**src/rtl/core/tga_rle_pkg.sv**
```systemverilog
// types and constants shared by the tga rle pixel decoder
// no dependencies
`default_nettype none

package tga_rle_pkg;

   // decoder phases
   typedef enum logic [2:0] {
      PH_HEADER,
      PH_SKIP,
      PH_PACKET,
      PH_PIXEL,
      PH_DONE
   } phase_type;

   // result status codes
   typedef enum logic [1:0] {
      ST_PIXEL     = 2'd0,
      ST_BAD_TYPE  = 2'd1,
      ST_BAD_DEPTH = 2'd2,
      ST_TRUNCATED = 2'd3
   } status_type;

   // header byte positions
   localparam logic [4:0] HdrIdLen    = 5'd0;
   localparam logic [4:0] HdrType     = 5'd2;
   localparam logic [4:0] HdrCmLenLo  = 5'd5;
   localparam logic [4:0] HdrCmLenHi  = 5'd6;
   localparam logic [4:0] HdrCmBits   = 5'd7;
   localparam logic [4:0] HdrWidthLo  = 5'd12;
   localparam logic [4:0] HdrWidthHi  = 5'd13;
   localparam logic [4:0] HdrHeightLo = 5'd14;
   localparam logic [4:0] HdrHeightHi = 5'd15;
   localparam logic [4:0] HdrDepth    = 5'd16;
   localparam logic [4:0] HdrDesc     = 5'd17;

   localparam logic [7:0] TypeRaw  = 8'd2;
   localparam logic [7:0] TypeRle  = 8'd10;
   localparam logic [7:0] Depth24  = 8'd24;
   localparam logic [7:0] Depth32  = 8'd32;
   localparam logic [7:0] AlphaOpaque = 8'hff;

   localparam int SkipWidth = 22;

   // result queue
   localparam int QueueDepth = 4;
   localparam int PtrWidth   = $clog2(QueueDepth);
   localparam int CountWidth = $clog2(QueueDepth + 1);

   typedef struct packed {
      status_type status;
      logic       top_origin;
      logic       has_alpha;
      logic       final_pixel;
      logic [7:0] repeat_count;
      logic [7:0] alpha;
      logic [7:0] blue;
      logic [7:0] green;
      logic [7:0] red;
   } result_type;

endpackage

`default_nettype wire

```
**src/rtl/core/tga_rle_pixel_decoder.sv**
```systemverilog
// tga rle pixel decoder top level: header parse, skip, pixel decode, result queue
// depends on tga_rle_pkg
//
//  channel | dir | beat content
//  req_    | in  | tdata[7:0] data_byte, tlast end_of_file
//  rsp_    | out | tdata red,green,blue,alpha,repeat_count; tlast final_pixel;
//          |     | tuser has_alpha,top_origin,status
//
// one byte is taken per cycle while req_tready is high; its results are written
// into a four entry result queue in the same cycle and can leave on the next cycle.
// req_tready stays high while the queue has room for two results, so the
// input side only stalls when rsp_ is stalled.
// reset is synchronous; after a byte with tlast the decoder is back in its
// header phase and the next byte starts a new file.
`default_nettype none

module tga_rle_pixel_decoder (
   input  wire logic        clock,
   input  wire logic        reset,
   input  wire logic        req_tvalid,
   output logic             req_tready,
   input  wire logic [7:0]  req_tdata,   // [7:0] data_byte
   input  wire logic        req_tlast,
   output logic             rsp_tvalid,
   input  wire logic        rsp_tready,
   output logic [39:0]      rsp_tdata,   // red, green, blue, alpha, repeat_count
   output logic             rsp_tlast,
   output logic [3:0]       rsp_tuser    // has_alpha, top_origin, status[1:0]
);

   import tga_rle_pkg::*;

   // decoder state
   phase_type            phase_ff, phase_in;
   logic [4:0]           hdr_idx_ff, hdr_idx_in;
   logic [7:0]           img_type_ff, img_type_in;
   logic [15:0]          cm_len_ff, cm_len_in;
   logic [15:0]          width_ff, width_in;
   logic [15:0]          height_ff, height_in;
   logic [7:0]           depth_ff, depth_in;
   logic                 top_ff, top_in;
   logic [SkipWidth-1:0] skip_ff, skip_in;
   logic [31:0]          pixels_ff, pixels_in;
   logic [7:0]           pkt_left_ff, pkt_left_in;
   logic                 pkt_run_ff, pkt_run_in;
   logic [1:0]           bip_ff, bip_in;
   logic [23:0]          pix_buf_ff, pix_buf_in;

   // result queue
   result_type            queue_ff [QueueDepth];
   logic [PtrWidth-1:0]   wr_ptr_ff, wr_ptr_in;
   logic [PtrWidth-1:0]   rd_ptr_ff, rd_ptr_in;
   logic [CountWidth-1:0] count_ff, count_in;

   logic       accept;
   logic       pop;
   logic       first_valid;
   result_type first_item;
   result_type trunc_item;
   result_type head;

   // pixel datapath helpers
   logic                 is_rle;
   logic                 is32;
   logic                 pix_done;
   logic [23:0]          buf_next;
   logic [7:0]           rep;
   logic [31:0]          pixels_after;
   logic [8:0]           cm_bits_round;
   logic [21:0]          cm_bytes;
   logic                 hdr_bad_type;
   logic                 hdr_bad_depth;
   logic [SkipWidth-1:0] skip_hdr;

   assign accept = req_tvalid && req_tready;
   assign pop    = rsp_tvalid && rsp_tready;
   assign req_tready = (count_ff <= CountWidth'(QueueDepth - 2));
   assign rsp_tvalid = (count_ff != '0);

   assign is_rle = (img_type_ff == TypeRle);
   assign is32   = (depth_ff == Depth32);

   assign cm_bits_round = {1'b0, req_tdata} + 9'd7;
   assign cm_bytes      = {6'd0, cm_len_ff} * {16'd0, cm_bits_round[8:3]};

   assign hdr_bad_type  = (img_type_ff != TypeRaw) && (img_type_ff != TypeRle);
   assign hdr_bad_depth = (depth_ff != Depth24) && (depth_ff != Depth32);

   // pixel byte gathering, stored order is b, g, r; alpha is not stored
   always_comb begin
      buf_next = (bip_ff == 2'd0) ? 24'd0 : pix_buf_ff;
      unique case (bip_ff)
         2'd0:    buf_next[7:0]   = req_tdata;
         2'd1:    buf_next[15:8]  = req_tdata;
         2'd2:    buf_next[23:16] = req_tdata;
         default: buf_next = pix_buf_ff;
      endcase
   end

   assign pix_done = is32 ? (bip_ff == 2'd3) : (bip_ff >= 2'd2);

   always_comb begin
      if (is_rle && pkt_run_ff) begin
         rep = (pixels_ff < {24'd0, pkt_left_ff}) ? pixels_ff[7:0] : pkt_left_ff;
      end else begin
         rep = 8'd1;
      end
   end

   assign pixels_after = pixels_ff - {24'd0, rep};
   assign skip_hdr     = skip_ff;

   // next state
   always_comb begin
      phase_in    = phase_ff;
      hdr_idx_in  = hdr_idx_ff;
      img_type_in = img_type_ff;
      cm_len_in   = cm_len_ff;
      width_in    = width_ff;
      height_in   = height_ff;
      depth_in    = depth_ff;
      top_in      = top_ff;
      skip_in     = skip_ff;
      pixels_in   = pixels_ff;
      pkt_left_in = pkt_left_ff;
      pkt_run_in  = pkt_run_ff;
      bip_in      = bip_ff;
      pix_buf_in  = pix_buf_ff;

      if (accept) begin
         unique case (phase_ff)
            PH_HEADER: begin
               hdr_idx_in = hdr_idx_ff + 5'd1;
               unique case (hdr_idx_ff)
                  HdrIdLen:    skip_in = SkipWidth'(req_tdata);
                  HdrType:     img_type_in = req_tdata;
                  HdrCmLenLo:  cm_len_in[7:0] = req_tdata;
                  HdrCmLenHi:  cm_len_in[15:8] = req_tdata;
                  HdrCmBits:   skip_in = skip_ff + cm_bytes;
                  HdrWidthLo:  width_in[7:0] = req_tdata;
                  HdrWidthHi:  width_in[15:8] = req_tdata;
                  HdrHeightLo: height_in[7:0] = req_tdata;
                  HdrHeightHi: height_in[15:8] = req_tdata;
                  HdrDepth: begin
                     depth_in  = req_tdata;
                     pixels_in = {16'd0, width_ff} * {16'd0, height_ff};
                  end
                  HdrDesc:     top_in = req_tdata[5];
                  default: ;
               endcase
               if (hdr_idx_ff == HdrDesc) begin
                  pkt_left_in = 8'd0;
                  pkt_run_in  = 1'b0;
                  bip_in      = 2'd0;
                  pix_buf_in  = 24'd0;
                  if (hdr_bad_type || hdr_bad_depth) begin
                     phase_in = PH_DONE;
                  end else if (skip_hdr != '0) begin
                     phase_in = PH_SKIP;
                  end else if (pixels_ff == 32'd0) begin
                     phase_in = PH_DONE;
                  end else begin
                     phase_in = is_rle ? PH_PACKET : PH_PIXEL;
                  end
               end
            end
            PH_SKIP: begin
               skip_in = skip_ff - SkipWidth'(1);
               if (skip_ff == SkipWidth'(1)) begin
                  pkt_left_in = 8'd0;
                  pkt_run_in  = 1'b0;
                  bip_in      = 2'd0;
                  pix_buf_in  = 24'd0;
                  if (pixels_ff == 32'd0) begin
                     phase_in = PH_DONE;
                  end else begin
                     phase_in = is_rle ? PH_PACKET : PH_PIXEL;
                  end
               end
            end
            PH_PACKET: begin
               pkt_run_in  = req_tdata[7];
               pkt_left_in = {1'b0, req_tdata[6:0]} + 8'd1;
               bip_in      = 2'd0;
               pix_buf_in  = 24'd0;
               phase_in    = PH_PIXEL;
            end
            PH_PIXEL: begin
               if (pix_done) begin
                  bip_in     = 2'd0;
                  pix_buf_in = 24'd0;
                  pixels_in  = pixels_after;
                  if (is_rle && pkt_run_ff) begin
                     pkt_left_in = 8'd0;
                  end else if (is_rle && pkt_left_ff != 8'd0) begin
                     pkt_left_in = pkt_left_ff - 8'd1;
                  end
                  if (pixels_after == 32'd0) begin
                     phase_in = PH_DONE;
                  end else if (is_rle && pkt_left_in == 8'd0) begin
                     phase_in = PH_PACKET;
                  end else begin
                     phase_in = PH_PIXEL;
                  end
               end else begin
                  bip_in     = bip_ff + 2'd1;
                  pix_buf_in = buf_next;
               end
            end
            PH_DONE: ;
            default: phase_in = PH_DONE;
         endcase

         if (req_tlast) begin
            phase_in   = PH_HEADER;
            hdr_idx_in = 5'd0;
            skip_in    = '0;
            pixels_in  = 32'd0;
         end
      end
   end

   // results of the accepted byte
   always_comb begin
      first_valid = 1'b0;
      first_item  = '0;
      trunc_item  = '0;
      trunc_item.status = ST_TRUNCATED;

      if (accept) begin
         unique case (phase_ff)
            PH_HEADER: begin
               if (hdr_idx_ff == HdrDesc) begin
                  if (hdr_bad_type) begin
                     first_valid       = 1'b1;
                     first_item.status = ST_BAD_TYPE;
                  end else if (hdr_bad_depth) begin
                     first_valid       = 1'b1;
                     first_item.status = ST_BAD_DEPTH;
                  end
               end
            end
            PH_PIXEL: begin
               if (pix_done) begin
                  first_valid             = 1'b1;
                  first_item.red          = buf_next[23:16];
                  first_item.green        = buf_next[15:8];
                  first_item.blue         = buf_next[7:0];
                  first_item.alpha        = is32 ? req_tdata : AlphaOpaque;
                  first_item.repeat_count = rep;
                  first_item.final_pixel  = (pixels_after == 32'd0);
                  first_item.has_alpha    = is32;
                  first_item.top_origin   = top_ff;
                  first_item.status       = ST_PIXEL;
               end
            end
            default: ;
         endcase
      end
   end

   // eof check must use the phase before the eof return to header
   logic phase_pre_done;
   always_comb begin
      phase_pre_done = 1'b0;
      if (phase_ff == PH_DONE) begin
         phase_pre_done = 1'b1;
      end else if (phase_ff == PH_HEADER && hdr_idx_ff == HdrDesc) begin
         phase_pre_done = hdr_bad_type || hdr_bad_depth ||
                          (skip_hdr == '0 && pixels_ff == 32'd0);
      end else if (phase_ff == PH_SKIP && skip_ff == SkipWidth'(1)) begin
         phase_pre_done = (pixels_ff == 32'd0);
      end else if (phase_ff == PH_PIXEL && pix_done) begin
         phase_pre_done = (pixels_after == 32'd0);
      end
   end

   logic trunc_push;
   assign trunc_push = accept && req_tlast && !phase_pre_done;

   // queue pointers
   always_comb begin
      logic [CountWidth-1:0] n_push;
      n_push    = CountWidth'(first_valid) + CountWidth'(trunc_push);
      wr_ptr_in = wr_ptr_ff + PtrWidth'(n_push);
      rd_ptr_in = pop ? rd_ptr_ff + PtrWidth'(1) : rd_ptr_ff;
      count_in  = count_ff + n_push - CountWidth'(pop);
   end

   always_ff @(posedge clock) begin
      if (first_valid) begin
         queue_ff[wr_ptr_ff] <= first_item;
      end else if (trunc_push) begin
         queue_ff[wr_ptr_ff] <= trunc_item;
      end
      if (first_valid && trunc_push) begin
         queue_ff[wr_ptr_ff + PtrWidth'(1)] <= trunc_item;
      end
   end

   always_ff @(posedge clock) begin
      if (reset) begin
         phase_ff    <= PH_HEADER;
         hdr_idx_ff  <= 5'd0;
         skip_ff     <= '0;
         pixels_ff   <= 32'd0;
         pkt_left_ff <= 8'd0;
         pkt_run_ff  <= 1'b0;
         bip_ff      <= 2'd0;
         wr_ptr_ff   <= '0;
         rd_ptr_ff   <= '0;
         count_ff    <= '0;
      end else begin
         phase_ff    <= phase_in;
         hdr_idx_ff  <= hdr_idx_in;
         skip_ff     <= skip_in;
         pixels_ff   <= pixels_in;
         pkt_left_ff <= pkt_left_in;
         pkt_run_ff  <= pkt_run_in;
         bip_ff      <= bip_in;
         wr_ptr_ff   <= wr_ptr_in;
         rd_ptr_ff   <= rd_ptr_in;
         count_ff    <= count_in;
      end
   end

   // header fields and pixel bytes, rewritten before use
   always_ff @(posedge clock) begin
      img_type_ff <= img_type_in;
      cm_len_ff   <= cm_len_in;
      width_ff    <= width_in;
      height_ff   <= height_in;
      depth_ff    <= depth_in;
      top_ff      <= top_in;
      pix_buf_ff  <= pix_buf_in;
   end

   assign head = queue_ff[rd_ptr_ff];

   assign rsp_tdata = {head.repeat_count, head.alpha, head.blue, head.green, head.red};
   assign rsp_tlast = head.final_pixel;
   assign rsp_tuser = {head.status, head.top_origin, head.has_alpha};

endmodule

`default_nettype wire

```
**config.mk**
```make
export PLATFORM = sky130hd
export DESIGN_NAME = tga_rle_pixel_decoder
export DESIGN_NICKNAME = d
export VERILOG_FILES = /design/src/rtl/core/tga_rle_pkg.sv /design/src/rtl/core/tga_rle_pixel_decoder.sv
export SDC_FILE = /design/constraint.sdc
export NUM_CORES = 2
export LEC_CHECK = 0
export BUFFER_PORTS_ARGS = -buffer_cell sky130_fd_sc_hd__buf_4
export CORE_ASPECT_RATIO = 2
export CORE_MARGIN = 4
export CORE_UTILIZATION = 30
export CTS_BUF_LIST = sky130_fd_sc_hd__clkbuf_4
export DETAILED_ROUTE_END_ITERATION = 8
export PLACE_DENSITY = 0.55
export SLEW_MARGIN = 25
export SYNTH_ARGS = -nofsm -noshare
export SYNTH_HDL_FRONTEND = slang
export SYNTH_SLANG_ARGS = --single-unit
```
**constraint.sdc**
```tcl
create_clock -name clock -period 8 [get_ports clock]
set_input_delay 0 -clock clock [delete_from_list [all_inputs] [get_ports clock]]
set_output_delay 0 -clock clock [all_outputs]
set_load 0.01 [all_outputs]
```
==> metrics.cfg <==
[yosys]
ys_seq_area_share_pct = 27.9
synth_cell_type_count = 88
syn_nets = 3654
async_flop_share_pct = 0
synth_edf_count = 89
synthCells = 3193
syn_area_per_cell_um2 = 8.89
yosys_warnings = 0
ys.flop_type = dfxtp_1
synthesis.area_mm2 = 0.0284
synth_seq_cells = 351

[critical_path]
regToRegStartpoint = pixels_ff[24]
critPathKind = flop to flop
end_kind = flop
r2r_cells = 24
startpoint_type = flop
reg2reg_to = queue_ff[2][7]
critPathRequiredTime_ns = 8.77
setup.worst_path.start = pixels_ff[24]
r2r_slack_ns = 0.72
crit_end = queue_ff[2][7]
arrival_ns = 8.05
worstPathMaxFanout = 18

[power_and_ir_drop]
p_sw_mw = 1.52
comb_power_share_pct = 25.1
intPower_mw = 3.05
power_leakage_nw = 13.1
max-vdd-ir-drop_mv = 0.133
power_mw = 4.57
powerDensity_mw_per_mm2 = 145
clkPwrFrac_pct = 33.6
seqPwrFrac_pct = 41.3
p_sw_share_pct = 33.3

[grt]
grtUsageMet3_pct = 1.95
grt_pass1_vias = 25100
grt_first_pass_wirelength_um = 139000
grt_max_degree = 46
grt_use_total_pct = 17.7
top_usage_layer = met2
overflow = 0
use_met2_pct = 34.9
grtUsageMet1_pct = 17.7
antenna_found_initial = 3

[clock_tree]
cts_buffer_depth = 3
clock-sinks = 351
htreeDepth = 3
cts_resized = 0
cts_hold_repair.buffers = 16
worstSkewPairLatency_ns = 0.94
cts_tree = done
post_cts.repair.setup_buffers = 0
clk_pin_slew_worst_paths_ns = 0.08
numCtsBuffers = 82
cts-root-buf = clkbuf_4

[timing]
slew_violations = 0
fin_crit_ns = 7.28
layout_setup_ws_ns = 0.722
max_slew_margin_pct = 30.7
period_share_pct = 91.0
fin_hold_ws_ns = 0.121
rsz0062_at_grt = false
setup_viol = 0
skew_ns = 0.118
final-hold-violation-count = 0
max_slew.worst_pin.slew_ns = 1.03
max_freq_ghz = 0.137
final.setup.tns_ns = 0

[outcome]
status = completed

[detailed_routing]
via_per_inst = 5.13
drc_errors = 0
wire_per_inst_um = 19.4
drt-initial-drc-count = 1210
dr.pass1.iters = 5
ant_nets = 0
vias = 23200
routed_wl_um = 87800

[hold_path]
min_path_cells = 5
worstHoldStart = rsp_tready
hold_class = input port to flop

[floorplan]
die-area_mm2 = 0.0999
start_util_pct = 30.2
fp.dieW_um = 225
core_area_mm2 = 0.0939
die_h_um = 443
rows = 159
pin_count = 60

[place]
gp_congestion = 0.877
hpwl_um = 64800
dp_slack_ns = 0.877
io_buffer_count = 59

[cells_and_area]
layout-area-overhead-vs-synth_pct = 10.7
final_cell_mix = nand2_1, inv_1, fa_1
finalNetCount = 3703
mostFrequentLayoutCell = nand2_1
drive_gt1_share_pct = 10.8

[run]
max_cap_violations = 0

[sequential cells by signal, indices dropped and copies added, names as in the netlist, named ones only]
| signal | flops |
|---|---|
| wr_ptr_ff | 2 |
| cm_len_ff | 16 |
| top_ff | 1 |
| pix_buf_ff | 24 |
| count_ff | 3 |
| hdr_idx_ff | 5 |
| skip_ff | 22 |
| rd_ptr_ff | 2 |
| height_ff | 16 |
| pkt_run_ff | 1 |
| img_type_ff | 8 |
| pkt_left_ff | 8 |
| queue_ff | 180 |
| pixels_ff | 32 |
| phase_ff | 3 |
| depth_ff | 8 |
| width_ff | 16 |
| bip_ff | 2 |
[logic make-up after synthesis]
family | Yosys count | synth area share (%)
AND/OR/NAND/NOR | 1190 | 18.9
AO/OA/AOI/OAI | 546 | 12.4
buffers and inverters | 505 | 6.78
adder cells (fa/ha/maj) | 448 | 26.9
flip-flops | 351 | 27.9
XOR/XNOR | 85 | 2.62
multiplexers | 68 | 4.43
[synth_stat cells (14+ instances only)]
master	number	area [um2]
xor2_1	29	254
o21a_1	16	120
a22oi_1	36	270
dfxtp_1	262	5250
nand3_1	37	185
o22ai_1	14	87.6
a22o_1	29	254
nor3_1	58	290
a21oi_1	223	1120
clkbuf_1	147	552
nor4_1	22	138
or3_1	14	87.6
and2_1	125	782
edfxtp_1	89	2670
a21o_1	25	188
nor2b_1	19	119
mux4_2	45	1010
ha_1	177	2210
o21ai_0	73	365
fa_1	271	5430
xnor2_1	56	490
nand2_1	568	2130
and3_1	16	100
nor2_1	256	961
inv_1	336	1260
[layer usage]
metal,vias up,routed length [um]
met5,-,0
met4,0,4800
met3,254,3170
met2,616,49500
met1,11500,30300
li1,10800,-
[through the flow]
stage / cells / utilization [%] / cell area [um2]
global route: 4514 / 33.5 / 31400
CTS: 4511 / 33.4 / 31400
floorplan: 3193 / - / 28400
finish: 4514 / 33.5 / 31400
detailed placement: 4349 / 32.1 / 30200
global placement: 4349 / 32.1 / 30200
[worst min path at each step]
| stage | to | slack (ns) |
|---|---|---|
| 6_report | rd_ptr_ff[0] | 0.12 |
| 5_1_grt | height_ff[7] | 0.09 |
| 4_1_cts | height_ff[2] | 0.02 |
| 3_5_place_dp | flop | 0.39 |
| 3_3_place_gp | pixels_ff[1] | 0.38 |
| 2_1_floorplan | cm_len_ff[0] | 0.1 |
[final cells by class]
| type | instances | area [um2] |
|---|---|---|
| clock buffer | 126 | 946 |
| sequential | 351 | 7920 |
| tap | 1207 | 1510 |
| clock inverter | 20 | 126 |
| timing repair buffer | 133 | 1040 |
| antenna | 3 | 7.51 |
| inverter | 337 | 1260 |
| multi-input combinational | 2337 | 18600 |
| fill | 9883 | 62500 |
[worst max-delay path: stages, from the launching register on]
cell and delay [ns]:
dfxtp_1 0.36, or3_1 0.52, or4_4 0.50, nor3_4 0.16
nand3_2 0.12, a41oi_4 0.42, a211o_1 0.29, ha_1 0.19
inv_1 0.06, fa_1 0.42, a21oi_1 0.26, o2111ai_1 0.19
a21oi_1 0.40, nand3b_1 0.26, o21ai_0 0.29, nand3_1 0.11
nor4_1 0.16, and3_1 0.49, a21oi_1 0.17, ha_1 0.29
nor2_1 0.15, nand2_1 0.58, nor2_1 0.48, nand2_1 0.08
a21oi_1 0.16
[power by group through the flow]
stage	registers, mW	logic [mW]	clock network [mW]
after floorplan	1.91	0.824	0
after global placement	1.93	1.13	0
after detailed placement	1.93	1.13	0
after CTS	1.89	1.15	1.59
after global routing	1.89	1.27	1.67
final	1.89	1.15	1.53
Power figures use the tool's default switching activity.
